--- src/sv/assert_macros.svh ---
// ----------------------------------------------------------------------------
// Assertion macros
// Concurrent assertion wrappers for the sorted set design.
// ----------------------------------------------------------------------------
`ifndef ASSERT_MACROS_SVH
`define ASSERT_MACROS_SVH

// Checks a property at every rising clock edge outside of reset.
`define SUS_ASSERT(lbl, prop, msg) \
  lbl: assert property (@(posedge clk) disable iff (!rst_n) (prop)) else $error(msg);

// Checks that the consequent holds in the cycle after the antecedent, at every rising clock edge outside of reset.
`define SUS_ASSERT_NEXT(lbl, ante, cons, msg) \
  lbl: assert property (@(posedge clk) disable iff (!rst_n) (ante) |=> (cons)) \
    else $error(msg);

`endif

--- src/sv/sus_pkg.sv ---
// ----------------------------------------------------------------------------
// Sorted set package
// Request, response, control types and status codes of the sorted set.
// ----------------------------------------------------------------------------
`default_nettype none

package sus_pkg;

  localparam int unsigned ValW = 32;
  localparam int unsigned PosW = 6;
  localparam int unsigned CntW = 7;
  localparam logic [ValW-1:0] ReservedValue = 32'h8000_0000;

  typedef enum logic {
    REQ_INSERT = 1'b0,
    REQ_READ   = 1'b1
  } req_kind_t;

  typedef enum logic [2:0] {
    STAT_INSERTED  = 3'd0,
    STAT_DUPLICATE = 3'd1,
    STAT_FULL      = 3'd2,
    STAT_READ_OK   = 3'd3,
    STAT_READ_BAD  = 3'd4
  } status_t;

  typedef enum logic {
    ST_IDLE = 1'b0,
    ST_EXEC = 1'b1
  } state_t;

  typedef struct packed {
    logic                   req_type;
    logic signed [ValW-1:0] value;
    logic [PosW-1:0]        position;
  } in_req_t;

  typedef struct packed {
    logic [2:0]             status;
    logic signed [ValW-1:0] read_value;
    logic [CntW-1:0]        count;
  } out_rsp_t;

  typedef struct packed {
    logic                   shift_en;
    logic signed [ValW-1:0] value;
  } cell_ctl_t;

endpackage

`default_nettype wire

--- src/sv/sus_cell.sv ---
// ----------------------------------------------------------------------------
// Sorted set cell
// Holds one element, compares it with the request value and shifts up.
// ----------------------------------------------------------------------------
`default_nettype none

module sus_cell (
  input  wire logic                         clk,
  input  wire sus_pkg::cell_ctl_t           ctl,
  input  wire logic                         occ,
  input  wire logic                         left_lt,
  input  wire logic signed [sus_pkg::ValW-1:0] left_val,
  output logic                              lt,
  output logic                              eq,
  output logic signed [sus_pkg::ValW-1:0]   val
);

  logic signed [sus_pkg::ValW-1:0] val_r;
  logic signed [sus_pkg::ValW-1:0] val_nxt;

  assign val = val_r;
  assign lt  = occ && (val_r < ctl.value);
  assign eq  = occ && (val_r == ctl.value);

  always_comb begin
    val_nxt = val_r;
    if (ctl.shift_en && !lt) begin
      val_nxt = left_lt ? ctl.value : left_val;
    end
  end

  always_ff @(posedge clk) begin
    val_r <= val_nxt;
  end

endmodule

`default_nettype wire
--- config.mk ---
export PLATFORM = sky130hd
export DESIGN_NAME = sus_cell
export DESIGN_NICKNAME = d
export VERILOG_FILES = /design/src/sv/assert_macros.svh /design/src/sv/sus_pkg.sv /design/src/sv/sus_cell.sv
export SDC_FILE = /design/constraint.sdc
export NUM_CORES = 1
export LEC_CHECK = 0
export ABC_AREA = 1
export BUFFER_PORTS_ARGS = -buffer_cell sky130_fd_sc_hd__buf_2
export CAP_MARGIN = 20
export CORE_ASPECT_RATIO = 0.9
export CORE_UTILIZATION = 45
export CTS_CLUSTER_SIZE = 25
export DETAILED_ROUTE_END_ITERATION = 10
export PLACE_DENSITY = 0.78
export SLEW_MARGIN = 30
export SYNTH_ARGS = -nofsm -noshare
export SYNTH_HDL_FRONTEND = slang
export SYNTH_SLANG_ARGS = --single-unit
export TNS_END_PERCENT = 50
--- constraint.sdc ---
create_clock -name clk -period 3.07 [get_ports clk]
set_input_delay 0.4605 -clock clk [delete_from_list [all_inputs] [get_ports clk]]
set_output_delay 0.4605 -clock clk [all_outputs]
set_load 0.02 [all_outputs]
# Yosys cells after proc, flatten, opt, wreduce, memory -nomap -nowiden
# Cells that the tools add are included.
totals:
  reg_bits: 32
  inputBits: 68
  output_inout_bits: 34
  elab_cells: 8
op_classes:
  order_cmp: 1
  eq_ne: 1
  n_mux: 1
  n_reduce_logical: 4
op_table:
  columns: ["op", "count"]
  rows:
  - ["equality test 32 bit", 1]
  - ["< comparator 32 bit", 1]
  - ["two-way mux 32 bit", 1]
  - ["logical AND 1 bit", 3]
  - ["logical NOT 1 bit", 1]

# Depth between registers and ports, before layout
# Gate-level depths: netlist (run 1).
logic_depth:
  ltp_word: 4
  ltp_mapped: 16

# Least setup slack after synthesis (run 1)
# Ideal clock, no wire load.
synth_timing:
  path_kind: "register to register"
  start: "reg val_r (netlist bit val[31])"
  end: "reg val_r (netlist bit val[0]) (enable)"
  t_arrival_ps: 2366
  slack_ps: 309
  stages_incl_launch_ff: 10
  path_buffers: 0
  period_less_slack_ps: 2761
  path_cell_list: "edfxtp_1 -> ha_1 -> a21oi_1 -> o21a_1 -> nand2_1 -> a21oi_2 -> nand3_2 -> nand2_1 -> nor2_2 -> nor2_2"
synth_via:
  elab_chain_cells: 4
synth_lines:
  columns: ["element", "line_no", "text"]
  rows:
  - ["from (decl)", "sus_cell.sv:18", "logic signed [sus_pkg::ValW-1:0] val_r;"]
  - ["from (signal assigned)", "sus_cell.sv:33", "val_r <= val_nxt;"]
  - ["< comparator 32 bit", "sus_cell.sv:22", "assign lt = occ && (val_r < ctl.value);"]
  - ["logical AND 1 bit", "sus_cell.sv:22", null]
  - ["named net lt", "sus_cell.sv:13", "output logic lt,"]
  - ["logical NOT 1 bit", "sus_cell.sv:27", "if (ctl.shift_en && !lt) begin"]
  - ["logical AND 1 bit", "sus_cell.sv:27", null]
# The timed path passes the listed nets, and every way through them passes these cells.
# A chain may end at the register's enable or synchronous reset.

# Worst setup path in the final report (run 1)
layout_timing:
  start: "reg val_r (netlist bit val[23])"
  end: "out lt"
layout_via:
  elab_chain_cells: 2
layout_lines:
  columns: ["element", "line_no"]
  rows:
  - ["< comparator 32 bit", "sus_cell.sv:22"]
  - ["logical AND 1 bit", "sus_cell.sv:22"]
  - ["to (decl)", "sus_cell.sv:13"]
# No other way between the ends.

==> results of run 1 <==
[cells by family after synthesis]
group	synth area share, %
DFF	43.7
and+or+nand+nor	16.7
adders and majority gates	18.2
AOI/OAI and AO/OA	12.3
buffers and inverters	8.54
muxes	0.512
[cells in the mapped netlist, drive strengths merged, types with 3 or more instances]
cell	number
a21oi	46
inv	42
nor2	41
nand2	36
edfxtp	32
ha	32
clkbuf	4
buf	3
[stage by stage]
| stage | cells | worst slack (ns) | hold WS [ns] | util (%) |
|---|---|---|---|---|
| 3_5_place_dp | 407 | 0.631 | 0.780 | 60.8 |
| 3_3_place_gp | 407 | 0.660 | 0.772 | 60.8 |
| 4_1_cts | 415 | 0.551 | 0.489 | 62.6 |
| 2_1_floorplan | 249 | 0.309 | 0.680 | - |
| 6_report | 415 | 0.567 | 0.495 | 62.6 |
| 5_1_grt | 415 | 0.405 | 0.503 | 62.6 |
[worst register-to-register path, stage by stage, from the launching register on]
cell and delay [ns]:
edfxtp_1 0.39, ha_1 0.31, nand2_1 0.08, nor2_1 0.17
nand4_1 0.13, nor2_2 0.14, nand2_2 0.08, a21oi_2 0.13
nor2_2 0.07, nor2_4 0.22, buf_12 0.23
[power breakdown]
part / switching (mW) / total [mW] / internal [mW]
combinational: 0.199 / 0.332 / 0.133
sequential: 0.0184 / 0.549 / 0.531
clock: 0.144 / 0.301 / 0.158
total: 0.361 / 1.18 / 0.822
[area by class of cell]
| type | count | area [sq um] | share of cell area [%] |
|---|---|---|---|
| clock buffer | 7 | 76.3 | 2.67 |
| clock inverter | 1 | 3.75 | 0.131 |
| inverter | 42 | 158 | 5.51 |
| multi-input combinational | 168 | 1050 | 36.8 |
| sequential | 32 | 961 | 33.6 |
| tap | 62 | 77.6 | 2.71 |
| timing repair buffer | 103 | 533 | 18.6 |
[how the worst min path moves through the flow]
stage / start / to / slack (ns) / cells after the start
CTS: left_val[21] / val[21]$_DFFE_PP_ / 0.49 / 3
global placement: left_val[0] / val[0]$_DFFE_PP_ / 0.77 / 2
global route: left_val[25] / val[25]$_DFFE_PP_ / 0.50 / 3
floorplan: left_val[0] / val[0]$_DFFE_PP_ / 0.68 / 1
finish: left_val[21] / val[21]$_DFFE_PP_ / 0.49 / 3
detailed placement: left_val[21] / val[21]$_DFFE_PP_ / 0.78 / 3
[placed cells by master, fill, tap and decap left out]
cell / n
clkbuf_8: 5
nor2_2: 2
o21a_1: 2
buf_12: 1
nand2_1: 33
buf_2: 101
nor2_1: 37
inv_1: 40
o21ai_0: 2
nor3_2: 1
a21o_1: 1
clkbuf_1: 2
ha_1: 32
nand2_2: 3
a21oi_2: 2
a21oi_1: 44
nand4_1: 2
nor3_1: 1
edfxtp_1: 32
inv_2: 2
mux2_2: 1
nor2_4: 2
clkinv_1: 1
and3_2: 1
nand3_2: 2
buf_4: 1
[layer usage]
layer,up-vias,track usage (%)
li1,1035,-
met5,-,0
met3,6,4.71
met4,0,5.79
met1,839,23.1
met2,76,28.5
==> metrics.md, run 1 <==
| Metric | Value |
|---|---|
| Initial antenna violation count | 0 |
| DRT Pass-1 Iters | 4 |
| Largest area contributor in the netlist | edfxtp_1 |
| Met3 wire length | 261 um |
| Levels on crit path | 10 |
| Area delta synth->final | 30.3% |
| Row cnt | 23 |
| Clock sinks | 32 |
| Chip width | 75.7 um |
| Slew at the pin closest to its max-slew limit | 0.588 ns |
| EDFF count, synth | 32 |
| Synth unique cells | 22 |
| Io pins | 102 |
| GR Util All Layers | 17.7% |
| IO Port Bufs | 101 |
| CTS Buf Count | 5 |
| Pwr Total | 1.18 mW |
| Iteration-0 DRC Markers | 60 |
| Fin area | 2860 sq um |
| Antenna-violating nets left | 0 |
| Floorplan core area | 4580 sq um |
| Congestion Overflow GR | 0 |
| Hold crit path type | primary input to register |
| Synthesized Nets | 349 |
| Worst R2R Start | val[23]$_DFFE_PP_ |
| Period minus WS final | 2.50 ns |
| # diodes | 0 |
| Fraction of layout cells with a size suffix above 1 | 35.1% |
| Largest net degree at the start of global routing | 38 |
| Hold Buf Count CTS | 0 |
| Vias after detailed routing | 1956 |
| Post-synth ARST share | 0% |
| Drt drc | 0 |
| Avg Vias per Cell | 4.71 |
| Buffer and inverter count on the worst path | 1 |
| H-tree depth | 2 |
| Final period utilization | 81.5% |
| CP startpoint | val[23]$_DFFE_PP_ |
| CP Data Required Time | 2.61 ns |
| Avg WL per Cell | 10.8 um |
| Power Dens Cells | 413 nW/um^2 |
| WP data arrival | 2.04 ns |
| Max-cap viol count | 0 |
| Crit path max-delay family | simple AND/OR/NAND/NOR gates |
| Vias in the first global route | 1605 |
| Yosys reg bits | 32 |
| Setup TNS | 0 ns |
| Die ar. | 5170 sq um |
| R2r endpoint | val[31]$_DFFE_PP_ |
| R2R cell count | 10 |
| Critical path class | register to output pin |
| DP HPWL | 3660 um |
| Ranking of synthesized cells by area | edfxtp_1, ha_1, a21oi_1, inv_1, nor2_1 |
| R2r setup slk | 0.81 ns |
| CTS tree | done |
| CP Launch Type | register |
| Filler cells | 431 |
| Top sig layer | met4 |
| Placed cell areas | 2780 sq um |
| First-pass GRT wire length | 6820 um |
| Clk_lat worst skew | 0.28 ns |
| Final Slew Violations | 0 |
| Starting Density | 48.0% |
| Clk buf depth | 2 |
| RSZ-0062 raised after global routing | no |
| Critical path destination | lt |
| Critical-path top delay cell | edfxtp_1 |
| Cells after synthesis | 249 |
| # nets final | 452 |
| Max Freq | 400 MHz |
| Status | finished, final reports clean |
| Relative slew slack | 60.8% |
| Synth Flop Type | edfxtp_1 |
| Synthesized area | 2200 sq um |
| Crit-path cells | ha_1, nand2_1, nor2_1, nand4_1, nor2_2, nand2_2, nand3_2, nand2_1, nor2_2, buf_2 |
| Post CTS Setup Buffer Count | 0 |
| CP Max Fanout | 2 |
| CP Capture Type | output pin |
| Cell leakage power | 1.48 nW |
| Final wirelength | 4480 um |
| Synth Warn # | 0 |
| Area share of the largest cell type after synthesis | 43.7% |
| Peak supply drop | 0.000228 V |
| Clock Pin Slew Worst Setup and Hold Paths | 0.06 ns |
| Clk Tree Root Cell | clkbuf_8 |
| Routed wl met2 | 2010 um |
| Die extent in y | 68.3 um |
| Largest register FFs | 32 |
| Placer Congestion | 0.788 |
| Layout Skew | 0.00414 ns |
| Final Hold Vio Count | 0 |
| Resized Gates After CTS | 0 |
| Post-Syn Area per Cell | 8.82 sq um |
| Sequential fraction of the synthesis area | 43.7% |
| Slowest cell delay on critical path | 0.39 ns |
| Setup-failing EPs final | 0 |
| Met1 WL | 2140 um |
(Power assumes the default switching activity.)
==> run 2: changes to the inputs <==
- clock period: 3.07 -> 2.54 ns (I/O delays scaled with it)
==> run 2 against run 1 <==
  * Sequential share of layout area is 0.12 points lower
  * Routed wire length is 3.3% higher
  * Non-clock buffer count is 2 higher
  * Critical path type unchanged
  * Critical endpoint unchanged
  * Largest power group unchanged
==> metrics.md, run 2 (synthesized netlist as in run 1, its figures left out) <==
| Metric | Value |
|---|---|
| CP Capture Type | output pin |
| Max Freq | 428 MHz |
| Post CTS Setup Buffer Count | 0 |
| Final wirelength | 4620 um |
| Placement Setup Slack | 0.305 ns |
| Vias in the first global route | 1725 |
| Filler cells | 405 |
| Slew at the pin closest to its max-slew limit | 0.559 ns |
| Chip width | 75.7 um |
| Avg Vias per Cell | 4.61 |
| Final Slew Violations | 0 |
| Setup WS post-layout | 0.203 ns |
| Tightest hold margin | 0.413 ns |
| Critical path destination | lt |
| CTS Buf Count | 5 |
| CP Launch Type | register |
| DP HPWL | 3780 um |
| Switching Fraction | 30.9% |
| Clk_lat worst skew | 0.28 ns |
| Period minus WS final | 2.34 ns |
| Critical path class | register to output pin |
| # nets final | 454 |
| DRT Pass-1 Iters | 4 |
| H-tree depth | 2 |
| Vias after detailed routing | 1924 |
| Avg WL per Cell | 11.1 um |
| Area delta synth->final | 30.8% |
| Pwr Total | 1.44 mW |
| R2r setup slk | 0.40 ns |
| Status | finished, final reports clean |
| Clock power share | 25.8% |
| Worst R2R Start | val[13]$_DFFE_PP_ |
| Internal power | 994 uW |
| Layout Skew | 0.00464 ns |
| Initial antenna violation count | 0 |
| Setup-failing EPs final | 0 |
| Io pins | 102 |
| R2r endpoint | val[16]$_DFFE_PP_ |
| Starting Density | 48.0% |
| Relative slew slack | 62.7% |
| Clk Tree Root Cell | clkbuf_8 |
| Final period utilization | 92.0% |
| First-pass GRT wire length | 7290 um |
| Most frequent cells in the layout | buf_2, a21oi_1, inv_1, nor2_1, nand2_1 |
| CP Max Fanout | 2 |
| Hold Buf Count CTS | 0 |
| Die extent in y | 68.3 um |
| Drt drc | 0 |
| Congestion Overflow GR | 0 |
| CP Data Required Time | 2.16 ns |
| R2R cell count | 11 |
| # diodes | 0 |
| Cell leakage power | 1.49 nW |
| Floorplan core area | 4580 sq um |
| Fin area | 2870 sq um |
| CTS tree | done |
| Final Hold Vio Count | 0 |
| Largest register FFs | 32 |
| Die ar. | 5170 sq um |
| Peak supply drop | 0.000292 V |
| CP startpoint | val[23]$_DFFE_PP_ |
| Most common cell after layout, fill and taps aside | buf_2 |
| Placer Congestion | 0.796 |
| GR Util All Layers | 18.9% |
| Placed cells | 409 |
| Gate power share | 28.0% |
| Power Dens Cells | 501 nW/um^2 |
| Final core occ | 62.8% |
| RSZ-0062 raised after global routing | no |
| Clock sinks | 32 |
| WP data arrival | 1.96 ns |
| Antenna-violating nets left | 0 |
| Largest net degree at the start of global routing | 31 |
| Placed cell areas | 2790 sq um |
| Fraction of layout cells with a size suffix above 1 | 35.5% |
| Sw power | 444 uW |
| Clock Pin Slew Worst Setup and Hold Paths | 0.06 ns |
| Setup TNS | 0 ns |
| Clk buf depth | 2 |
| Hold crit path type | primary input to register |
| Iteration-0 DRC Markers | 68 |
| IO Port Bufs | 101 |
| Row cnt | 23 |
| Reg power frac | 46.2% |
| Max-cap viol count | 0 |
| Post-Layout Cell Count | 417 |
[run 2: area by class of cell]
type                            count  area, sq um  area share (%)
Tap cell                           62         77.6            2.70
Clock inverter                      1         3.75           0.131
Sequential cell                    32          961            33.4
Timing Repair Buffer              105          538            18.7
Multi-Input combinational cell    168         1060            36.8
Clock buffer                        7         76.3            2.66
Inverter                           42          158            5.49
[run 2: power by group through the flow]
| stage | sequential, mW | combinational (mW) | clock, mW |
|---|---|---|---|
| 2_1_floorplan | 0.728 | 0.205 | 0 |
| 3_3_place_gp | 0.674 | 0.391 | 0 |
| 3_5_place_dp | 0.676 | 0.401 | 0 |
| 4_1_cts | 0.665 | 0.404 | 0.378 |
| 5_1_grt | 0.671 | 0.463 | 0.396 |
| 6_report | 0.664 | 0.403 | 0.371 |
[run 2: what timing repair did]
action                                  4_1_cts  5_1_grt
hold endpoints to repair                      0        0
endpoints found under the setup margin        0        1
resized for setup                             0        2
[run 2: routing by layer]
| layer | track usage, % | wire length, um | vias up |
|---|---|---|---|
| li1 | - | - | 1037 |
| met1 | 23.7 | 2130 | 822 |
| met2 | 32.4 | 2200 | 60 |
| met3 | 4.12 | 236 | 5 |
| met4 | 6.25 | 53 | 0 |
| met5 | 0 | 0 | - |
[run 2: worst min path at each step]
stage | from | end | slack (ns) | depth (start not counted)
finish | left_val[22] | val[22]$_DFFE_PP_ | 0.41 | 3
detailed placement | left_val[19] | val[19]$_DFFE_PP_ | 0.70 | 3
floorplan | left_val[0] | val[0]$_DFFE_PP_ | 0.60 | 1
global route | left_val[24] | val[24]$_DFFE_PP_ | 0.42 | 3
global placement | left_val[0] | val[0]$_DFFE_PP_ | 0.69 | 2
CTS | left_val[28] | val[28]$_DFFE_PP_ | 0.41 | 3
[run 2: worst max-delay path, stage by stage, from the launching register on]
cell	delay, ns
edfxtp_1	0.39
ha_1	0.31
nand2_1	0.07
nor2_1	0.14
nand4_1	0.14
nor2_2	0.14
nand2_2	0.08
nand3_2	0.05
nand2_1	0.08
nor2_4	0.12
buf_4	0.16
==> run 3: changes to the inputs <==
- ABC_AREA: 1 -> unset
- PLACE_DENSITY: 0.78 -> 0.77
- clock period: 2.54 -> 3 ns (I/O delays scaled with it)
==> run 3 against run 2 <==
  * Power decreased by 14%
  * Sequential power decreased by 14%
  * Register-to-register slack improved by 0.16 ns
  * First-iteration DRC count increased by 16%
  * Clock skew decreased by 0.0019 ns
  * Worst hold slack improved by 0.043 ns
  * Critical path type unchanged
  * Area after synthesis increased by 0.46%
  * Final area decreased by 0.22%
  * Global-route usage increased by 0.069 points
  * Sequential share of layout area increased by 0.073 points
==> metrics.md, run 3 <==
| Metric | Value |
|---|---|
| Avg Vias per Cell | 4.90 |
| Status | finished, final reports clean |
| Final Slew Violations | 0 |
| Die extent in y | 68.4 um |
| Antenna-violating nets left | 0 |
| Congestion Overflow GR | 0 |
| Avg WL per Cell | 13.1 um |
| Max-cap viol count | 0 |
| Most numerous cell in the Yosys netlist | inv_1 |
| Area delta synth->final | 29.9% |
| Placer Congestion | 0.747 |
| Post-Syn Area per Cell | 11.9 sq um |
| WP data arrival | 2.18 ns |
| R2r setup slk | 0.56 ns |
| # diodes | 0 |
| Clock Pin Slew Worst Setup and Hold Paths | 0.07 ns |
| Largest register FFs | 32 |
| Post CTS Setup Buffer Count | 0 |
| IO Port Bufs | 101 |
| H-tree depth | 2 |
| Final wirelength | 4640 um |
| Yosys reg bits | 32 |
| Clock sinks | 32 |
| CTS Buf Count | 5 |
| Synth unique cells | 31 |
| Post-synth ARST share | 0% |
| EDFF count, synth | 32 |
| Period minus WS final | 2.63 ns |
| Fraction of layout cells with a size suffix above 1 | 50.3% |
| Setup-failing EPs final | 0 |
| Vias after detailed routing | 1735 |
| RSZ-0062 raised after global routing | no |
| Synthesized area | 2210 sq um |
| Initial antenna violation count | 0 |
| Peak supply drop | 0.000248 V |
| Die ar. | 5190 sq um |
| Critical path class | register to output pin |
| Resized Gates After CTS | 0 |
| # nets final | 391 |
| CP Capture Type | output pin |
| Sequential fraction of the synthesis area | 43.5% |
| Clk Tree Root Cell | clkbuf_8 |
| CP Data Required Time | 2.55 ns |
| Placed cells | 346 |
| Clk buf depth | 2 |
| R2r endpoint | val[19]$_DFFE_PP_ |
| GR Util All Layers | 19.0% |
| WHS Endpoint | val[1]$_DFFE_PP_ |
| Final period utilization | 87.8% |
| Synth Flop Type | edfxtp_1 |
| Iteration-0 DRC Markers | 79 |
| Row cnt | 23 |
| Hold crit path type | primary input to register |
| Relative slew slack | 49.1% |
| Ranking of synthesized cells by area | edfxtp_1, ha_1, mux2_2, inv_1, a21oi_1 |
| Final Hold Vio Count | 0 |
| Post-Layout Cell Count | 354 |
| R2R cell count | 6 |
| Starting Density | 48.2% |
| Layout Skew | 0.00273 ns |
| Area share of the largest cell type after synthesis | 43.5% |
| Max Freq | 380 MHz |
| Slew at the pin closest to its max-slew limit | 0.763 ns |
| Most common cell after layout, fill and taps aside | buf_2 |
| First-pass GRT wire length | 7180 um |
| Chip width | 75.8 um |
| Hold Crit Depth | 2 |
| Power Dens Cells | 434 nW/um^2 |
| Floorplan core area | 4580 sq um |
| Worst R2R Start | val[31]$_DFFE_PP_ |
| Drt drc | 0 |
| Hold Buf Count CTS | 0 |
| Setup WS post-layout | 0.367 ns |
| Cell leakage power | 1.41 nW |
| Post-synth top cells | inv_1, edfxtp_1, ha_1, mux2_2, a21oi_1 |
| Placement Setup Slack | 0.366 ns |
| Largest net degree at the start of global routing | 33 |
| Setup TNS | 0 ns |
| DRT Pass-1 Iters | 4 |
| CP Max Fanout | 3 |
| Hold path start | left_val[1] |
| Synth Warn # | 0 |
| Io pins | 102 |
| Vias in the first global route | 1695 |
| CP Launch Type | register |
| Synthesized Nets | 285 |
| Clk_lat worst skew | 0.28 ns |
| Cells after synthesis | 185 |
| DP HPWL | 3700 um |
| Largest area contributor in the netlist | edfxtp_1 |
| CTS tree | done |
| Most frequent cells in the layout | buf_2, inv_1, ha_1, edfxtp_1, mux2_2 |
[run 3: changes by cell type in the layout (fill, tap and decap cells not counted), moves of 3 or more]
cell     change
nor2_1      -36
nand2_2      -3
nor2_4       -3
a21oi_1     -31
inv_1        -7
nand2_1     -26
buf_4        -3
nand4_1      +3
mux2_2      +30
[run 3: metrics by stage]
stage / instance area (sq um) / total power, mW / util (%) / hold WS [ns]
floorplan: 2210 / 0.802 / - / 0.651
global placement: 2790 / 0.926 / 60.9 / 0.742
detailed placement: 2790 / 0.935 / 60.9 / 0.748
CTS: 2870 / 1.25 / 62.6 / 0.448
global route: 2870 / 1.32 / 62.6 / 0.456
finish: 2870 / 1.24 / 62.6 / 0.456
[run 3: area by class of cell]
type | count | area (sq um)
clock buffer | 7 | 76.3
clock inverter | 1 | 3.75
fill | 384 | 1710
inverter | 33 | 124
multi-input combinational | 116 | 1100
sequential | 32 | 961
tap | 62 | 77.6
timing repair buffer | 103 | 520
[run 3: how the worst max path moves through the flow]
stage | end | slack (ns) | cells after the start | start
finish | lt | 0.37 | 7 | val[23]$_DFFE_PP_
global route | lt | 0.24 | 7 | val[30]$_DFFE_PP_
detailed placement | val[22]$_DFFE_PP_ | 0.37 | 8 | ctl[31]
CTS | lt | 0.36 | 6 | val[31]$_DFFE_PP_
floorplan | val[0]$_DFFE_PP_ | 0.31 | 6 | val[14]$_DFFE_PP_
global placement | val[19]$_DFFE_PP_ | 0.44 | 8 | ctl[31]
[run 3: critical path: stages (launching register included)]
cell      delay, ns
edfxtp_1       0.40
ha_1           0.32
a21oi_1        0.16
o21ai_0        0.13
a221oi_1       0.37
nand4_1        0.16
o21ai_0        0.16
buf_2          0.19
[run 3: cell families after synthesis]
| logic type | Yosys count | share of synthesized area [%] |
|---|---|---|
| flip-flops | 32 | 43.5 |
| multiplexers | 32 | 16.3 |
| buffers and inverters | 37 | 6.46 |
| adder cells (fa/ha/maj) | 32 | 18.1 |
| AO/OA/AOI/OAI | 28 | 8.50 |
| AND/OR/NAND/NOR | 24 | 7.03 |
[run 3: routing by layer]
metal	share of wire (%)	vias to the layer above	GRT usage [%]
met5	0	-	0
met4	1.3	0	6.48
met2	48	56	32.6
li1	-	891	-
met3	5.6	6	4.71
met1	45	782	23.2
[run 3: power breakdown]
| group | switching (mW) | internal [mW] | total (mW) |
|---|---|---|---|
| clock | 0.160 | 0.161 | 0.321 |
| combinational | 0.196 | 0.154 | 0.350 |
| sequential | 0.0219 | 0.549 | 0.571 |
